<file path="src/rtl/ssfe_pkg.sv">
// Shared types, codes and lookup tables for the seven-segment field encoder.
// No dependencies; imported by the controller, the datapath and the top level.
package ssfe_pkg;

	typedef enum logic [1:0] {
		ST_IDLE,
		ST_CLEAR,
		ST_CHAR
	} state_t;

	localparam logic [1:0] FIELD_ROW0   = 2'd0;
	localparam logic [1:0] FIELD_ROW1   = 2'd1;
	localparam logic [1:0] FIELD_SMALL  = 2'd2;
	localparam logic [1:0] FIELD_UNUSED = 2'd3;

	localparam logic [7:0] CH_ZERO  = 8'h30;
	localparam logic [7:0] CH_NINE  = 8'h39;
	localparam logic [7:0] CH_MINUS = 8'h2D;
	localparam logic [7:0] CH_SPACE = 8'h20;
	localparam logic [7:0] CH_DOT   = 8'h2E;

	localparam logic [7:0] SEG_MINUS = 8'h02;
	localparam logic [7:0] SEG_BLANK = 8'h00;
	localparam logic [7:0] SEG_DOT   = 8'h01;

	localparam logic [7:0] SEG_DIGIT [0:9] = '{
		8'hFA, 8'h0A, 8'hBC, 8'h9E, 8'h4E, 8'hD6, 8'hF6, 8'h8A, 8'hFE, 8'hCE
	};

	localparam logic [4:0] POS_ROW0 [0:7] = '{
		5'd16, 5'd17, 5'd18, 5'd19, 5'd12, 5'd13, 5'd14, 5'd15
	};
	localparam logic [4:0] POS_ROW1 [0:7] = '{
		5'd10, 5'd11, 5'd24, 5'd25, 5'd6, 5'd7, 5'd8, 5'd9
	};
	localparam logic [4:0] POS_SMALL [0:7] = '{
		5'd22, 5'd23, 5'd2, 5'd3, 5'd4, 5'd0, 5'd0, 5'd0
	};

	localparam logic [3:0] LEN_ROW   = 4'd8;
	localparam logic [3:0] LEN_SMALL = 4'd5;

	typedef struct packed {
		logic take_start;
		logic take_char;
		logic clr_emit;
		logic chr_emit;
	} cmd_t;

	typedef struct packed {
		logic start_ok;
		logic start_skip;
		logic clr_last;
		logic chr_writes;
		logic out_free;
	} status_t;

	function automatic logic [4:0] pos_addr(input logic [1:0] field, input logic [2:0] idx);
		logic [4:0] addr;
		unique case (field)
			FIELD_ROW1:  addr = POS_ROW1[idx];
			FIELD_SMALL: addr = POS_SMALL[idx];
			default:     addr = POS_ROW0[idx];
		endcase
		return addr;
	endfunction

	function automatic logic [3:0] native_len(input logic [1:0] field);
		logic [3:0] n;
		unique case (field)
			FIELD_SMALL: n = LEN_SMALL;
			default:     n = LEN_ROW;
		endcase
		return n;
	endfunction

	// Returns {is_data, segment code}.
	function automatic logic [8:0] seg_lookup(input logic [7:0] c);
		logic [7:0] diff;
		logic [8:0] res;
		diff = c - CH_ZERO;
		if (c >= CH_ZERO && c <= CH_NINE) begin
			res = {1'b1, SEG_DIGIT[diff[3:0]]};
		end else if (c == CH_MINUS) begin
			res = {1'b1, SEG_MINUS};
		end else if (c == CH_SPACE) begin
			res = {1'b1, SEG_BLANK};
		end else begin
			res = {1'b0, SEG_BLANK};
		end
		return res;
	endfunction

endpackage

</file>
<file path="src/rtl/ssfe_ctrl.sv">
// Controller state machine of the seven-segment field encoder.
// Depends on ssfe_pkg (state_t, cmd_t, status_t).
module ssfe_ctrl (
	input  logic              clk,
	input  logic              arst_n,
	input  logic              in_valid,
	output logic              in_ready,
	input  ssfe_pkg::status_t sts,
	output ssfe_pkg::cmd_t    cmd
);
	import ssfe_pkg::*;

	state_t state_q, state_d;

	always_ff @(posedge clk or negedge arst_n) begin
		if (!arst_n) begin
			state_q <= ST_IDLE;
		end else begin
			state_q <= state_d;
		end
	end

	always_comb begin
		state_d  = state_q;
		in_ready = 1'b0;
		cmd      = '0;
		unique case (state_q)
			ST_IDLE: begin
				in_ready = 1'b1;
				if (in_valid) begin
					priority if (sts.start_ok) begin
						cmd.take_start = 1'b1;
						state_d        = ST_CLEAR;
					end else if (sts.start_skip) begin
						// drop the transaction: no writes, no state change
						state_d = ST_IDLE;
					end else begin
						cmd.take_char = 1'b1;
						state_d       = ST_CHAR;
					end
				end
			end
			ST_CLEAR: begin
				if (sts.out_free) begin
					cmd.clr_emit = 1'b1;
					if (sts.clr_last) begin
						state_d = ST_CHAR;
					end
				end
			end
			ST_CHAR: begin
				if (!sts.chr_writes) begin
					state_d = ST_IDLE;
				end else if (sts.out_free) begin
					cmd.chr_emit = 1'b1;
					state_d      = ST_IDLE;
				end
			end
			default: begin
				state_d = ST_IDLE;
			end
		endcase
	end

endmodule

</file>
<file path="src/rtl/ssfe_dp.sv">
// Datapath of the seven-segment field encoder: field state, clear counter,
// character decode and the output register. Depends on ssfe_pkg.
module ssfe_dp #(
	parameter int MAX_FIELD_DIGITS = 8
) (
	input  logic              clk,
	input  logic              arst_n,
	input  logic [7:0]        char_code,
	input  logic [1:0]        field_sel,
	input  logic              first_char,
	input  ssfe_pkg::cmd_t    cmd,
	output ssfe_pkg::status_t sts,
	output logic              out_valid,
	input  logic              out_ready,
	output logic [4:0]        ram_address,
	output logic [7:0]        ram_data,
	output logic              last
);
	import ssfe_pkg::*;

	localparam logic [3:0] MAX_LEN = 4'(MAX_FIELD_DIGITS);

	logic [7:0] char_q;
	logic [1:0] active_field_q;
	logic [3:0] digit_pos_q;
	logic [7:0] last_written_q;
	logic [2:0] clr_idx_q;
	logic       out_valid_q;
	logic [4:0] ram_address_q;
	logic [7:0] ram_data_q;
	logic       last_q;

	logic [3:0] nat_len;
	logic [3:0] len;
	logic [8:0] seg;
	logic       is_data;
	logic [7:0] code;
	logic       dot_write;
	logic [3:0] prev_pos;
	logic [4:0] chr_addr;
	logic [7:0] chr_data;
	logic       emit;

	always_comb begin
		nat_len   = native_len(active_field_q);
		len       = (MAX_LEN < nat_len) ? MAX_LEN : nat_len;
		seg       = seg_lookup(char_q);
		is_data   = seg[8];
		code      = seg[7:0];
		dot_write = (char_q == CH_DOT) && (digit_pos_q != 4'd0);
		prev_pos  = digit_pos_q - 4'd1;
		chr_addr  = is_data ? pos_addr(active_field_q, digit_pos_q[2:0])
		                    : pos_addr(active_field_q, prev_pos[2:0]);
		chr_data  = is_data ? code : (last_written_q | SEG_DOT);
	end

	assign sts.start_ok   = first_char && (field_sel != FIELD_UNUSED);
	assign sts.start_skip = first_char && (field_sel == FIELD_UNUSED);
	assign sts.clr_last   = ({1'b0, clr_idx_q} == (len - 4'd1));
	assign sts.chr_writes = (digit_pos_q < len) && (is_data || dot_write);
	assign sts.out_free   = !out_valid_q || out_ready;

	assign emit = cmd.clr_emit || cmd.chr_emit;

	// field state and clear counter
	always_ff @(posedge clk or negedge arst_n) begin
		if (!arst_n) begin
			active_field_q <= FIELD_ROW0;
			digit_pos_q    <= 4'd0;
			last_written_q <= 8'd0;
			clr_idx_q      <= 3'd0;
		end else begin
			if (cmd.take_start) begin
				active_field_q <= field_sel;
				digit_pos_q    <= 4'd0;
				last_written_q <= 8'd0;
				clr_idx_q      <= 3'd0;
			end
			if (cmd.clr_emit) begin
				clr_idx_q <= clr_idx_q + 3'd1;
			end
			if (cmd.chr_emit) begin
				last_written_q <= chr_data;
				if (is_data) begin
					digit_pos_q <= digit_pos_q + 4'd1;
				end
			end
		end
	end

	always_ff @(posedge clk) begin
		if (cmd.take_start || cmd.take_char) begin
			char_q <= char_code;
		end
	end

	always_ff @(posedge clk or negedge arst_n) begin
		if (!arst_n) begin
			out_valid_q <= 1'b0;
		end else if (emit) begin
			out_valid_q <= 1'b1;
		end else if (out_ready) begin
			out_valid_q <= 1'b0;
		end
	end

	always_ff @(posedge clk) begin
		if (cmd.clr_emit) begin
			ram_address_q <= pos_addr(active_field_q, clr_idx_q);
			ram_data_q    <= SEG_BLANK;
			// a clear write closes the transaction when the character adds nothing
			last_q        <= sts.clr_last && !sts.chr_writes;
		end else if (cmd.chr_emit) begin
			ram_address_q <= chr_addr;
			ram_data_q    <= chr_data;
			last_q        <= 1'b1;
		end
	end

	assign out_valid   = out_valid_q;
	assign ram_address = ram_address_q;
	assign ram_data    = ram_data_q;
	assign last        = last_q;

endmodule

</file>
<file path="src/rtl/seven_segment_field_encoder.sv">
// Top level of the seven-segment field encoder: controller plus datapath.
// Depends on ssfe_pkg, ssfe_ctrl and ssfe_dp.
//
//   channel | handshake            | payload
//   --------+----------------------+----------------------------------
//   input   | in_valid / in_ready  | char_code, field_sel, first_char
//   output  | out_valid / out_ready| ram_address, ram_data, last
//
// One transaction at a time. A continuation character is accepted in ST_IDLE,
// then ST_CHAR issues its write, or drops it when there is none.
// A field start is accepted, then ST_CLEAR issues one clear write per field
// position (field length, up to 8) before that same ST_CHAR step, one write
// per cycle through the single output register while the output is not stalled.
// Reset (arst_n low) clears the field state to field 0, position 0.
// Output stalls hold the controller; a new transaction is accepted while the
// last write still sits in the output register.
module seven_segment_field_encoder #(
	parameter int MAX_FIELD_DIGITS = 8
) (
	input  logic       clk,
	input  logic       arst_n,
	input  logic       in_valid,
	output logic       in_ready,
	input  logic [7:0] char_code,
	input  logic [1:0] field_sel,
	input  logic       first_char,
	output logic       out_valid,
	input  logic       out_ready,
	output logic [4:0] ram_address,
	output logic [7:0] ram_data,
	output logic       last
);
	import ssfe_pkg::*;

	cmd_t    cmd;
	status_t sts;

	ssfe_ctrl u_ctrl (
		.clk      (clk),
		.arst_n   (arst_n),
		.in_valid (in_valid),
		.in_ready (in_ready),
		.sts      (sts),
		.cmd      (cmd)
	);

	ssfe_dp #(
		.MAX_FIELD_DIGITS (MAX_FIELD_DIGITS)
	) u_dp (
		.clk         (clk),
		.arst_n      (arst_n),
		.char_code   (char_code),
		.field_sel   (field_sel),
		.first_char  (first_char),
		.cmd         (cmd),
		.sts         (sts),
		.out_valid   (out_valid),
		.out_ready   (out_ready),
		.ram_address (ram_address),
		.ram_data    (ram_data),
		.last        (last)
	);

endmodule

</file>
<file path="config.mk">
export PLATFORM = sky130hd
export DESIGN_NAME = seven_segment_field_encoder
export DESIGN_NICKNAME = d
export VERILOG_FILES = /design/src/rtl/ssfe_pkg.sv /design/src/rtl/ssfe_ctrl.sv /design/src/rtl/ssfe_dp.sv /design/src/rtl/seven_segment_field_encoder.sv
export SDC_FILE = /design/constraint.sdc
export NUM_CORES = 1
export LEC_CHECK = 0
export BUFFER_PORTS_ARGS = -buffer_cell sky130_fd_sc_hd__buf_2
export CELL_PAD_IN_SITES_DETAIL_PLACEMENT = 2
export CELL_PAD_IN_SITES_GLOBAL_PLACEMENT = 2
export CORE_AREA = 8 8 85 103
export CTS_CLUSTER_DIAMETER = 200
export DETAILED_ROUTE_END_ITERATION = 7
export DIE_AREA = 0 0 93 111
export MAX_ROUTING_LAYER = met4
export PLACE_DENSITY = 0.85
export SETUP_SLACK_MARGIN = 0.2
export SLEW_MARGIN = 20
export SYNTH_ARGS = -nofsm -noshare
export SYNTH_HDL_FRONTEND = slang
export SYNTH_SLANG_ARGS = --single-unit
</file>
<file path="constraint.sdc">
create_clock -name clk -period 2.87 [get_ports clk]
set_input_delay 0.4305 -clock clk [delete_from_list [all_inputs] [get_ports clk]]
set_output_delay 0.4305 -clock clk [all_outputs]
set_load 0.02 [all_outputs]
</file>
==> results.json <==
{
  "status": "finished, final reports clean",
  "cts_hold_buf": 0,
  "synth-seq-cells": 41,
  "synthFlopType": "dfrtp_1",
  "path_cells": "inv_1 > ha_1 > o21bai_1 > nor2_1 > nor3_1 > buf_4 > a21o_1 > a21oi_1 > buf_4",
  "synth_cell_types": 53,
  "die_w_um": 93,
  "nets": 323,
  "yosysSeqAreaShare": 0.425,
  "viasPerCell": 5.84,
  "dieArea_um2": 10300,
  "synth_edf_count": 14,
  "p_leak_nw": 1.27,
  "max-vdd-ir-drop_uv": 429,
  "max_freq_mhz": 389,
  "rsz0062_at_grt": "no",
  "tns_ps": 0,
  "crit_top_cell": "buf_4",
  "placed_area_um2": 2750,
  "timing.slew.headroom": 0.345,
  "worst_slew_pin_slew_ps": 978,
  "post_drt_wl_per_cell_um": 21.9,
  "antenna_cells": 0,
  "place_ws_ps": 73.5,
  "synthTopCellsByCount": "21 x nand2_1, 19 x dfrtp_1, 16 x ha_1",
  "synthArstFlopShare": 0.463,
  "min_period_ps": 2570,
  "synthTopCellsByArea": "dfrtp_1 19%, edfxtp_1 17%, ha_1 8.1%",
  "cts_buffer_depth": 2,
  "power_frac_clock": 0.179,
  "ys_warn_count": 0,
  "ios": 31,
  "numPortBuffers": 30,
  "syn_nets": 289,
  "crit_arrival_ps": 2590,
  "first_pass_iters": 4,
  "swShare": 0.444,
  "drive_gt1_frac": 0.215,
  "rows": 34,
  "gp_congestion": 0.777,
  "cts_buffers": 5,
  "antenna_left": 0,
  "synth_most_common_cell": "nand2_1",
  "finClkSkew_ps": 9.31,
  "hold_violations": 0,
  "hold_class": "in -> async",
  "cts_tree": "yes",
  "grt_overflow": 0,
  "dp_hpwl_um": 6100,
  "drt_wl_total_um": 8370,
  "drcViolationCount": 0,
  "drtIter0Drc": 88,
  "crit_fanout": 9,
  "period_share": 0.895,
  "cp.required_ps": 2900,
  "grt_pass1_vias": 2470,
  "dp_cells": 375,
  "clkLatencyLatePin_ps": 300,
  "path_clk_slew_ps": 90,
  "antenna_found_initial": 0,
  "cellPowerDensity_nw_per_um2": 886,
  "critPathCaptureType": "flop",
  "fin_area_um2": 2900,
  "cts.sinks": 41,
  "comb_power_share": 0.482,
  "syn_avg_cell_area_um2": 9.63,
  "grt_start_max_net_pins": 21,
  "setup_slack_ps": 302,
  "power_frac_seq": 0.339,
  "path_class": "reg -> reg",
  "num_vias": 2235,
  "p_switching_w": 0.00114,
  "synth_top_area_frac": 0.191,
  "dieHeight_um": 111,
  "finalMaxSlewViolations": 0,
  "setup.worst_path.start_class": "flop",
  "cts-root-buf": "clkbuf_8",
  "slowest_stage": "edfxtp_1",
  "instances_no_fill": 383,
  "area_delta_synth_final_pct": 16.5,
  "syn_inst": 258,
  "maxCapViolCount": 0,
  "grt_pass1_wl_um": 13400,
  "groute.usage.overall": 0.167,
  "start_util": 0.352,
  "syn_area_um2": 2480,
  "critical-path-max-stage-delay_ps": 500,
  "yosysTopAreaCell": "dfrtp_1",
  "htree_levels": 2,
  "fp.coreArea_um2": 7060,
  "setup_viol": 0,
  "p_int_w": 0.00143
}
-- critical path, delay by kind of cell, from the launching register on --
family	cells	cell delay (ps)
AO/OA/AOI/OAI	3	480
buffers and inverters	3	570
adder cells (fa/ha/maj)	1	220
flip-flops	1	500
AND/OR/NAND/NOR	2	530
-- layout make-up --
cell class | count | area (µm²)
multi-input combinational | 190 | 1350
clock inverter | 2 | 13.8
inverter | 15 | 56.3
clock buffer | 6 | 93.8
fill | 793 | 4170
timing repair buffer | 39 | 218
sequential | 41 | 1060
tap | 90 | 113
-- metrics by stage --
step / total power [W] / hold WS [ps] / util
global placement: 0.00201 / 414 / 0.389
finish: 0.00256 / 71.0 / 0.410
floorplan: 0.00169 / 135 / -
global route: 0.00272 / 95.9 / 0.410
CTS: 0.00256 / 80.5 / 0.408
detailed placement: 0.00208 / 419 / 0.389
-- cells by family (layout without fill, tap and decap cells) --
logic type | Yosys count | in the layout | share of synthesized area
and+or+nand+nor | 82 | 82 | 0.174
AOI/OAI and AO/OA | 81 | 81 | 0.222
buffers and inverters | 27 | 62 | 0.0498
xor gates and xnor gates | 3 | 3 | 0.0106
DFF | 41 | 41 | 0.425
muxes | 8 | 8 | 0.0383
adders and majority gates | 16 | 16 | 0.0806
-- power by group through the flow --
stage	clock network, W	registers (W)	logic [W]
final	0.000458	0.000870	0.00124
after floorplan	0	0.000919	0.000770
after global routing	0.000490	0.000885	0.00135
after detailed placement	0	0.000882	0.00120
after CTS	0.000466	0.000871	0.00122
after global placement	0	0.000870	0.00114
-- flip-flops by register name, summed over array words and instances (netlist names) --
name / flops
u_dp.char_q: 8
u_dp.out_valid: 1
u_dp.last_written_q: 7
u_ctrl.state_q: 2
u_dp.ram_data: 8
u_dp.clr_idx_q: 3
u_dp.last: 1
u_dp.digit_pos_q: 4
u_dp.active_field_q: 2
u_dp.ram_address: 5
-- final timing paths --
path / start / depth (start not counted) / slack, ps / endpoint
max: u_dp.char_q[1] / 9 / 300 / u_dp.ram_address[0]
max in group asynchronous: arst_n / 1 / 2470 / u_dp.active_field_q[1]
min in group clk: char_code[3] / 1 / 300 / u_dp.char_q[3]
max reg2reg: u_dp.char_q[1] / 9 / 300 / u_dp.ram_address[0]
min reg2reg: u_dp.ram_data[2] / 2 / 460 / u_dp.ram_data[2]
min: arst_n / 1 / 70 / u_dp.last_written_q[2]
-- timing repair --
action                     CTS  global route
resized for setup            6             5
setup buffers                0             0
setup endpoints to repair   20            15
-- placed cells by master (no fill, tap or decap), types with 6 or more instances in the layout --
master    instances
buf_2            30
nand2_1          21
dfrtp_1          19
ha_1             15
inv_1            14
edfxtp_1         14
nor2_1           13
a21oi_1          12
o21ai_0           9
o21ai_1           9
a21o_1            9
buf_4             9
dfxtp_1           8
nor3_1            7
nor2b_1           6
-- layer usage --
metal	GRT usage	wire, µm	up-vias
met5	-	0	-
met4	0.0517	85	0
met3	0.0291	216	7
met2	0.296	4620	41
met1	0.184	3450	1154
li1	-	-	1033
Note: power is estimated with default switching activity, not from simulation.
